<file path="src/hdl/modexp_pkg.sv">
`timescale 1ns / 1ps
`default_nettype none

package modexp_pkg;

   // Operand bits taken from base and exponent (sign bit at OPERAND_BITS-1)
   localparam int OPERAND_BITS = 32;
   // Modulus and residue width
   localparam int RES_BITS     = 31;
   // Multiplier operand width of the shared unit: covers a residue and a magnitude
   localparam int B_BITS       = (OPERAND_BITS > RES_BITS) ? OPERAND_BITS : RES_BITS;
   localparam int CNT_BITS     = $clog2(B_BITS);

   // Sequencer states
   typedef enum logic [2:0] {
      ST_IDLE,
      ST_BASE,
      ST_BASE_WAIT,
      ST_STEP,
      ST_MUL_WAIT,
      ST_SQR_WAIT,
      ST_DONE
   } state_type;

   // Request to the modular multiplier
   typedef struct packed {
      logic                start;
      logic [RES_BITS-1:0] a;
      logic [B_BITS-1:0]   b;
      logic [RES_BITS-1:0] m;
   } mm_req_type;

   // Response from the modular multiplier
   typedef struct packed {
      logic                done;
      logic [RES_BITS-1:0] product;
   } mm_rsp_type;

endpackage

`default_nettype wire

</file>
<file path="src/hdl/modexp_mulmod.sv">
`timescale 1ns / 1ps
`default_nettype none

// Interleaved shift-and-add multiply with reduction: (a * b) mod m,
// one multiplier bit per cycle. Needs a < m and m >= 2.
module modexp_mulmod
   import modexp_pkg::*;
(
   input  wire        clock,
   input  wire        reset,
   input  mm_req_type req,
   output mm_rsp_type rsp
);

   logic                busy_ff, busy_in;
   logic                done_ff, done_in;
   logic [CNT_BITS-1:0] cnt_ff, cnt_in;
   logic [RES_BITS-1:0] r_ff, r_in;
   logic [RES_BITS-1:0] a_ff, a_in;
   logic [B_BITS-1:0]   b_ff, b_in;
   logic [RES_BITS-1:0] m_ff, m_in;

   logic [RES_BITS+1:0] sum;
   logic [RES_BITS+1:0] m1_ext;
   logic [RES_BITS+1:0] m2_ext;
   logic [RES_BITS+1:0] reduced;

   // One step: r = (2r + bit*a) mod m, sum stays below 3m
   always_comb begin
      sum    = {1'b0, r_ff, 1'b0} + (b_ff[B_BITS-1] ? {2'b00, a_ff} : '0);
      m1_ext = {2'b00, m_ff};
      m2_ext = {1'b0, m_ff, 1'b0};
      if (sum >= m2_ext) begin
         reduced = sum - m2_ext;
      end else if (sum >= m1_ext) begin
         reduced = sum - m1_ext;
      end else begin
         reduced = sum;
      end
   end

   // Sequencing of the bit steps
   always_comb begin
      busy_in = busy_ff;
      done_in = 1'b0;
      cnt_in  = cnt_ff;
      r_in    = r_ff;
      a_in    = a_ff;
      b_in    = b_ff;
      m_in    = m_ff;
      if (busy_ff) begin
         r_in   = reduced[RES_BITS-1:0];
         b_in   = {b_ff[B_BITS-2:0], 1'b0};
         cnt_in = cnt_ff - 1'b1;
         if (cnt_ff == '0) begin
            busy_in = 1'b0;
            done_in = 1'b1;
         end
      end else if (req.start) begin
         busy_in = 1'b1;
         cnt_in  = CNT_BITS'(B_BITS - 1);
         r_in    = '0;
         a_in    = req.a;
         b_in    = req.b;
         m_in    = req.m;
      end
   end

   always_ff @(posedge clock) begin
      if (reset) begin
         busy_ff <= 1'b0;
         done_ff <= 1'b0;
      end else begin
         busy_ff <= busy_in;
         done_ff <= done_in;
      end
   end

   always_ff @(posedge clock) begin
      cnt_ff <= cnt_in;
      r_ff   <= r_in;
      a_ff   <= a_in;
      b_ff   <= b_in;
      m_ff   <= m_in;
   end

   assign rsp.done    = done_ff;
   assign rsp.product = r_ff;

endmodule

`default_nettype wire

</file>
<file path="src/hdl/modular_exponentiation_core.sv">
`timescale 1ns / 1ps
`default_nettype none

// Modular exponentiation core: residue = base_value ^ exponent mod modulus, by
// right-to-left square-and-multiply. One transaction is worked at a time; the
// input is not ready while it runs. All multiplications, including the base
// reduction, go through one shared modular multiplier that handles one
// multiplier bit per cycle. A squaring that directly follows a multiply is
// started from the multiply wait; any other squaring or multiply is started
// from the step state. The base is first reduced with one pass of that unit,
// then each exponent bit up to the highest set one costs one squaring plus one
// multiply when the bit is set; the squaring after the highest set bit is
// skipped. A modulus of 0 or 1 gives 0 without using the multiplier; an
// exponent of zero or below gives 1. The result is held in an output register,
// and a new transaction is taken while it waits to be read.
module modular_exponentiation_core
   import modexp_pkg::*;
(
   input  wire         clock,
   input  wire         reset,
   // req_tdata: [31:0] base_value, [63:32] exponent, [94:64] modulus, [95] zero
   input  wire         req_tvalid,
   output logic        req_tready,
   input  wire  [95:0] req_tdata,
   // rsp_tdata: [30:0] residue, [31] zero
   output logic        rsp_tvalid,
   input  wire         rsp_tready,
   output logic [31:0] rsp_tdata
);

   state_type           state_ff, state_in;
   logic                rsp_valid_ff, rsp_valid_in;
   logic [RES_BITS-1:0] rsp_data_ff, rsp_data_in;
   logic [RES_BITS-1:0] m_ff, m_in;
   logic [RES_BITS-1:0] acc_ff, acc_in;
   logic [RES_BITS-1:0] sq_ff, sq_in;
   logic [B_BITS-1:0]   mag_ff, mag_in;
   logic                neg_ff, neg_in;
   logic [OPERAND_BITS-1:0] e_ff, e_in;

   logic [OPERAND_BITS-1:0] base_raw;
   logic [OPERAND_BITS-1:0] exp_raw;
   logic [RES_BITS-1:0]     mod_in;
   logic [OPERAND_BITS-1:0] base_mag;

   mm_req_type mm_req;
   mm_rsp_type mm_rsp;

   modexp_mulmod u_mulmod (
      .clock (clock),
      .reset (reset),
      .req   (mm_req),
      .rsp   (mm_rsp)
   );

   // Field extraction
   assign base_raw = req_tdata[OPERAND_BITS-1:0];
   assign exp_raw  = req_tdata[32 +: OPERAND_BITS];
   assign mod_in   = req_tdata[64 +: RES_BITS];
   assign base_mag = base_raw[OPERAND_BITS-1] ? (~base_raw + 1'b1) : base_raw;

   assign req_tready = (state_ff == ST_IDLE);
   assign rsp_tvalid = rsp_valid_ff;
   assign rsp_tdata  = {1'b0, rsp_data_ff};

   // Sequencer
   always_comb begin
      state_in     = state_ff;
      rsp_valid_in = rsp_valid_ff;
      rsp_data_in  = rsp_data_ff;
      m_in         = m_ff;
      acc_in       = acc_ff;
      sq_in        = sq_ff;
      mag_in       = mag_ff;
      neg_in       = neg_ff;
      e_in         = e_ff;
      mm_req.start = 1'b0;
      mm_req.a     = sq_ff;
      mm_req.b     = B_BITS'(sq_ff);
      mm_req.m     = m_ff;

      if (rsp_valid_ff && rsp_tready) begin
         rsp_valid_in = 1'b0;
      end

      unique case (state_ff)
         ST_IDLE: begin
            if (req_tvalid) begin
               m_in   = mod_in;
               neg_in = base_raw[OPERAND_BITS-1];
               mag_in = B_BITS'(base_mag);
               e_in   = exp_raw[OPERAND_BITS-1] ? '0 : exp_raw;
               if (mod_in <= RES_BITS'(1)) begin
                  acc_in   = '0;
                  state_in = ST_DONE;
               end else begin
                  acc_in   = RES_BITS'(1);
                  state_in = ST_BASE;
               end
            end
         end
         ST_BASE: begin
            // base magnitude mod m, as 1 * magnitude
            mm_req.start = 1'b1;
            mm_req.a     = RES_BITS'(1);
            mm_req.b     = mag_ff;
            state_in     = ST_BASE_WAIT;
         end
         ST_BASE_WAIT: begin
            if (mm_rsp.done) begin
               if (neg_ff && (mm_rsp.product != '0)) begin
                  sq_in = m_ff - mm_rsp.product;
               end else begin
                  sq_in = mm_rsp.product;
               end
               state_in = ST_STEP;
            end
         end
         ST_STEP: begin
            if (e_ff == '0) begin
               state_in = ST_DONE;
            end else if (e_ff[0]) begin
               mm_req.start = 1'b1;
               mm_req.a     = acc_ff;
               state_in     = ST_MUL_WAIT;
            end else begin
               mm_req.start = 1'b1;
               state_in     = ST_SQR_WAIT;
            end
         end
         ST_MUL_WAIT: begin
            if (mm_rsp.done) begin
               acc_in = mm_rsp.product;
               if (e_ff[OPERAND_BITS-1:1] == '0) begin
                  state_in = ST_DONE;
               end else begin
                  mm_req.start = 1'b1;
                  state_in     = ST_SQR_WAIT;
               end
            end
         end
         ST_SQR_WAIT: begin
            if (mm_rsp.done) begin
               sq_in    = mm_rsp.product;
               e_in     = {1'b0, e_ff[OPERAND_BITS-1:1]};
               state_in = ST_STEP;
            end
         end
         ST_DONE: begin
            // hand over once the output register is free
            if (!rsp_valid_ff || rsp_tready) begin
               rsp_valid_in = 1'b1;
               rsp_data_in  = acc_ff;
               state_in     = ST_IDLE;
            end
         end
         default: begin
            state_in = ST_IDLE;
         end
      endcase
   end

   always_ff @(posedge clock) begin
      if (reset) begin
         state_ff     <= ST_IDLE;
         rsp_valid_ff <= 1'b0;
      end else begin
         state_ff     <= state_in;
         rsp_valid_ff <= rsp_valid_in;
      end
   end

   always_ff @(posedge clock) begin
      rsp_data_ff <= rsp_data_in;
      m_ff        <= m_in;
      acc_ff      <= acc_in;
      sq_ff       <= sq_in;
      mag_ff      <= mag_in;
      neg_ff      <= neg_in;
      e_ff        <= e_in;
   end

endmodule

`default_nettype wire
</file>
<file path="config.mk">
export PLATFORM = sky130hd
export DESIGN_NAME = modular_exponentiation_core
export DESIGN_NICKNAME = d
export VERILOG_FILES = /design/src/hdl/modexp_pkg.sv /design/src/hdl/modexp_mulmod.sv /design/src/hdl/modular_exponentiation_core.sv
export SDC_FILE = /design/constraint.sdc
export NUM_CORES = 1
export LEC_CHECK = 0
export BUFFER_PORTS_ARGS = -buffer_cell sky130_fd_sc_hd__buf_4
export CAP_MARGIN = 20
export CORE_ASPECT_RATIO = 0.5
export CORE_MARGIN = 3
export CORE_UTILIZATION = 43
export CTS_CLUSTER_SIZE = 24
export DETAILED_ROUTE_END_ITERATION = 8
export SYNTH_ARGS = -nofsm -noshare
export SYNTH_HDL_FRONTEND = slang
export SYNTH_SLANG_ARGS = --single-unit
</file>
<file path="constraint.sdc">
create_clock -name clock -period 7.99 [get_ports clock]
set_input_delay 0 -clock clock [delete_from_list [all_inputs] [get_ports clock]]
set_output_delay 0 -clock clock [all_outputs]
set_load 0.02 [all_outputs]
</file>
**Yosys cells after proc, flatten, opt, wreduce, memory -nomap -nowiden**

Index checks and enable logic that the tools add are counted.
W data, S select, Z words.

- Word-level logic and storage cells: 107
- Input bits: 100
- Output and inout bits: 34
- Flip-flop bits (word level): 325

- Reductions and logical operators: 22
- Multiplexer cells: 44
- $add $sub $neg: 6
- $lt $le $gt $ge: 3
- Equal/unequal tests: 12
- Bitwise logic cells: 2

Operators with widths:

| cell | count |
|---|---|
| $mux W31 | 12 |
| $mux W32 | 6 |
| $pmux W31 S2 | 3 |
| $sub A31 B31 Y31 | 3 |
| $pmux W32 S2 | 1 |
| $add A32 B31 Y33 | 1 |
| $ge A33 B31 Y1 | 1 |
| $ge A33 B32 Y1 | 1 |
| $add A32 B1 Y32 const B | 1 |
| $logic_not A32 Y1 | 1 |
| $not A32 Y32 | 1 |
| $le A31 B1 Y1 const B | 1 |
| $logic_not A31 Y1 | 1 |
| $reduce_bool A31 Y1 | 1 |
| $pmux W3 S6 | 1 |
| $mux W3 | 5 |
| $mux W1 | 11 |
| $mux W5 | 2 |
| $eq A3 B3 Y1 const B | 3 |
| $reduce_and A3 Y1 | 3 |
| $ne A2 B1 Y1 const B | 4 |
| $reduce_bool A2 Y1 | 4 |
| $eq A3 B2 Y1 const B | 2 |
| $reduce_and A2 Y1 | 3 |
| 13 further kinds | 17 |

**Logic depth before layout (Yosys ltp)**

- Depth in word-level cells: 6
- Mapped depth: 24
- Mapped depth without buffers: 21

**Cells and area by module**

From an unflattened synthesis, not the netlist that was laid out.

- Cell total of the unflattened synthesis: 2,161
- Area, all modules: 20,887.5 µm²

Modules (own cells, without submodules):

| module | area an instance (µm²) | cells each | instances | seq. area each (µm²) |
|---|---|---|---|---|
| modular_exponentiation_core | 10,697.8 | 1,082 | 1 | 5,725.5 |
| modexp_mulmod | 10,189.8 | 1,079 | 1 | 3,933.8 |

**Worst setup path before layout**

OpenSTA, ideal clock, no wires.

- Path kind: register to register
- Start point: reg u_mulmod.b_ff[31]
- End point: reg u_mulmod.r_ff[10], data pin
- Arrival time: 4.997 ns
- Clock period less this slack: 5.269 ns
- Cell stages (with the launch flop): 24
- Path buffers: 4
- Setup time: 0.271 ns
- Slack: 2.721 ns
- Cells stage by stage: edfxtp_1 -> clkbuf_1 -> and2_1 -> ha_1 -> fa_1 -> a211oi_1 -> nor4_1 -> nor2_1 -> o31ai_1 -> nor3_1 -> nor2_1 -> xnor2_1 -> ha_1 -> and3_1 -> clkbuf_1 -> a221o_1 -> a21oi_1 -> a31oi_1 -> a211o_1 -> or3_1 -> buf_4 -> buf_6 -> mux2i_1 -> o22ai_1

- Cells in the longest elaborated chain, start to end: 6

Ends and longest elaborated chain:

| element | RTL line | source |
|---|---|---|
| start: declaration | modexp_mulmod.sv:20 | `logic [B_BITS-1:0] b_ff, b_in;` |
| start signal: assignment | modexp_mulmod.sv:83 | `b_ff <= b_in;` |
| $mux W31 * | modexp_mulmod.sv:30 | `sum = {1'b0, r_ff, 1'b0} + (b_ff[B_BITS-1] ? {2'b00, a_ff} : '0);` |
| $add A32 B31 Y33 * | modexp_mulmod.sv:30 |  |
| $sub A31 B31 Y31 or $ge A33 B31 Y1 (tied branches) | modexp_mulmod.sv:36, modexp_mulmod.sv:35 |  |
| $mux W31 | modexp_mulmod.sv:35 | `end else if (sum >= m1_ext) begin` |
| $mux W31 * | modexp_mulmod.sv:33 | `if (sum >= m2_ext) begin` |
| $mux W31 * | modexp_mulmod.sv:51 | `if (busy_ff) begin` |
| end signal: assignment | modexp_mulmod.sv:81 | `r_ff <= r_in;` |
| end: declaration | modexp_mulmod.sv:18 | `logic [RES_BITS-1:0] r_ff, r_in;` |

Every way passes the cells marked *; elsewhere a longest branch is shown, timed or not.
A chain may end at the register's enable or synchronous reset.

**Worst setup path after layout**

- Start point: reg u_mulmod.b_ff[31]
- End point: reg u_mulmod.r_ff[29], data pin

The elaborated chain is that of the path after synthesis.

==> results.md <==
* Hold slack at 0.0520 ns
* Syn-to-layout area delta at 21.3%
* Outcome: finished, final reports clean
* CP delay by family, top: simple AND/OR/NAND/NOR gates
* Final worst path period need at 6.57 ns
* Warnings, synthesis at 0
* Max incr delay on CP at 0.67 ns
* First-iteration detailed-routing DRC count at 1,671
* Fin area at 24,000 µm²
* Post-layout net count at 2,346
* Hpwl dp at 40,800 µm
* CTS tree: yes
* Die Y-Extent at 158 µm
* Slowest CP cell: or3_1
* Worst hold start: req_tdata[63]
* Mapped Nets at 2,087
* Routed wire length at 56,500 µm
* Area fraction of the dominant cell type after synthesis at 48.0%
* Number of fillers in the final layout at 3,823
* Met3 WL post-DR at 4390 µm
* CTS max path bufs at 3
* GR Overflow Total at 0
* Leak Pwr at 9.70 nW
* I/O pins at 134
* Post-synth EDFFs at 317
* Final period util at 82.2%
* Die W at 310 µm
* Post-CTS sizing at 0
* CP required at 8.26 ns
* Core footprint at 44,500 µm²
* Setup Viol. Count Final at 0
* CP startpoint kind: flop
* Via count at 15,500
* Worst-Margin Slew at 1.01 ns
* Mapped cell area at 19,800 µm²
* Syn avg cell area at 10.7 µm²
* Num CTS Buffers at 34
* Worst slew margin at 32.4%
* First-pass GRT wire length at 86,800 µm
* Num Clock Sinks at 324
* Worst path cell trace: and2_1 -> ha_1 -> fa_1 -> a211oi_1 -> nor4_1 -> nor2_1 -> o31ai_1 -> nor3_1 -> nor2_1 -> xnor2_1 -> ha_1 -> and3_1 -> a221o_1 -> a21oi_1 -> a31oi_1 -> a211o_1 -> or3_1 -> nor2b_1 -> a221o_1
* CTS root buffer: clkbuf_16
* Pre-CTS WS at 1.51 ns
* Met2 wire length at 23,000 µm
* Sequential share of the synthesized area at 48.7%
* GP Congestion at 0.913
* CP Buf/Inv Count at 0
* Pwr Total at 9.95 mW
* Clk Latency, worst-skew pair at 0.54 ns
* Worst Setup Slack, final at 1.42 ns
* Critical path class: flop to flop
* Top-count cell post-synth: edfxtp_1
* IR drop worst, VDD at 206 µV
* Met1 Wirelength at 28,100 µm
* Number of global-route vias before repair at 14,700
* Post-synth top cells: edfxtp_1, nand2_1, ha_1, a21oi_1, o21ai_0
* Cell taking the most area after synthesis: edfxtp_1
* ANT nets after route at 0
* Power per Cell Area at 414 nW/µm²
* Final Hold Vio Count at 0
* Placed Instance Area at 21,400 µm²
* Yosys reg bits at 324
* Critical Path Sink Type: flop
* Max cap viols at 0
* F_max at 152 MHz
* DRC at 0
* Drt via density at 5.69
* Port buffer count at 131
* Synth cell types at 74
* Largest net degree at the start of global routing at 73
* Type of the worst min-delay path: input port to flop
* Crit Reg-Reg Startpoint: u_mulmod.b_ff[31]
* Average wire per standard cell at 20.7 µm
* Unrepaired setup endpoints after global routing: false
* Async set or reset register ratio after synthesis at 0%
* CP Launch Point: u_mulmod.b_ff[31]
* Top cells by area, synth: edfxtp_1, ha_1, xnor2_1
* Starting density of the core at 44.5%
* Gr usage total at 23.2%
* Post-Synthesis Cells at 1,859
* CTS H-Tree Depth at 2
* Crit path arrival time at 6.84 ns
* Reg clk slew, reported paths at 0.06 ns
* Dominant synthesized flop cell: edfxtp_1
* Die ar. at 48,900 µm²
* Number of antenna violations at the first check in global routing at 1
* Antenna diode count at 0
* Core Rows at 54
* Highest routed layer: met4
* DRT Pass-1 Iters at 5
* Pins Over Slew Limit at 0
* Setup TNS at 0 ns
* Share of cells above drive strength 1 at 10.7%
* Clk_skew at 0.0232 ns
* Critical Path Fanout Max at 15
==> power breakdown <==
| group | internal (mW) | leakage, nW | total (mW) | switching (mW) |
|---|---|---|---|---|
| Sequential | 2.34 | 3.10 | 2.68 | 0.338 |
| Combinational | 2.28 | 6.04 | 5.62 | 3.34 |
| Clock | 0.972 | 0.559 | 1.64 | 0.673 |
| Total | 5.60 | 9.70 | 9.95 | 4.35 |
==> worst paths after layout <==
kind	to	slack (ns)	cells past startpoint
setup / recovery	u_mulmod.r_ff[29]	1.42	19
hold / removal	e_ff[0]	0.05	3
setup reg to reg	u_mulmod.r_ff[29]	1.42	19
hold reg to reg	rsp_data_ff[26]	0.46	0
==> sequential cells by signal, summed over array words and instances, names as in the netlist <==
signal	cells
sq_ff	31
acc_ff	31
u_mulmod.b_ff	32
mag_ff	32
e_ff	31
m_ff	31
u_mulmod.busy_ff	1
u_mulmod.cnt_ff	5
u_mulmod.r_ff	31
rsp_tvalid	1
state_ff	3
u_mulmod.m_ff	31
neg_ff	1
u_mulmod.done_ff	1
rsp_data_ff	31
u_mulmod.a_ff	31
==> kinds of logic after synthesis <==
family | after synthesis | synth area share (%)
muxes | 64 | 3.24
DFF | 324 | 48.7
and+or+nand+nor | 539 | 13.9
buffers and inverters | 172 | 3.38
xor gates and xnor gates | 140 | 6.19
adders and majority gates | 128 | 8.23
AOI/OAI and AO/OA | 491 | 16.3
other | 1 | 0.0189
==> what timing repair did <==
| action | CTS | global route |
|---|---|---|
| setup buffers | 0 | 0 |
| hold endpoints to repair | 101 | 0 |
| hold buffers | 146 | 0 |
==> metal layers <==
layer	track usage, %	up-vias
li1	-	7476
met1	35.9	7433
met2	33.7	557
met3	4.01	67
met4	5.04	0
met5	0	-
==> area by class of cell <==
type                    instances  area, µm²  area share, %
flip-flops and latches        324       9660           40.2
multi-input cells            1363       9530           39.6
repair buffers                299       2610           10.9
clock buffers                  41        898           3.74
well taps                     588        736           3.06
inverters                      96        360           1.50
clock inverters                21        255           1.06
==> worst min-delay path, delay by kind of cell <==
family | cells | cell delay (ns)
and+or+nand+nor | 2 | 0.29
buffers and inverters | 1 | 0.18
==> cell usage in the layout (no fill, tap or decap), drive strengths merged, types with 8 or more instances in the layout <==
cell type,n
and4,8
dlygate4sd3,146
and3,46
a22o,31
o22ai,23
inv,96
clkinv,14
edfxtp,317
nand3b,33
o21ai,105
o211ai,10
and2,40
xnor2,89
o21a,9
nor4,25
a211oi,13
nor2,69
nand4,18
a21o,62
ha,124
xor2,51
nand2b,20
nor3,18
nor2b,10
nand2,206
mux2i,62
a31oi,14
buf,153
clkbuf,41
a21oi,121
nand3,19
o31ai,44
==> through the flow <==
stage | std cells | util [%]
2_1_floorplan | 1859 | -
3_3_place_gp | 2524 | 48.1
3_5_place_dp | 2524 | 48.1
4_1_cts | 2732 | 54.0
5_1_grt | 2732 | 54.0
6_report | 2732 | 54.0
No activity file was read; power rests on OpenSTA's default activity.
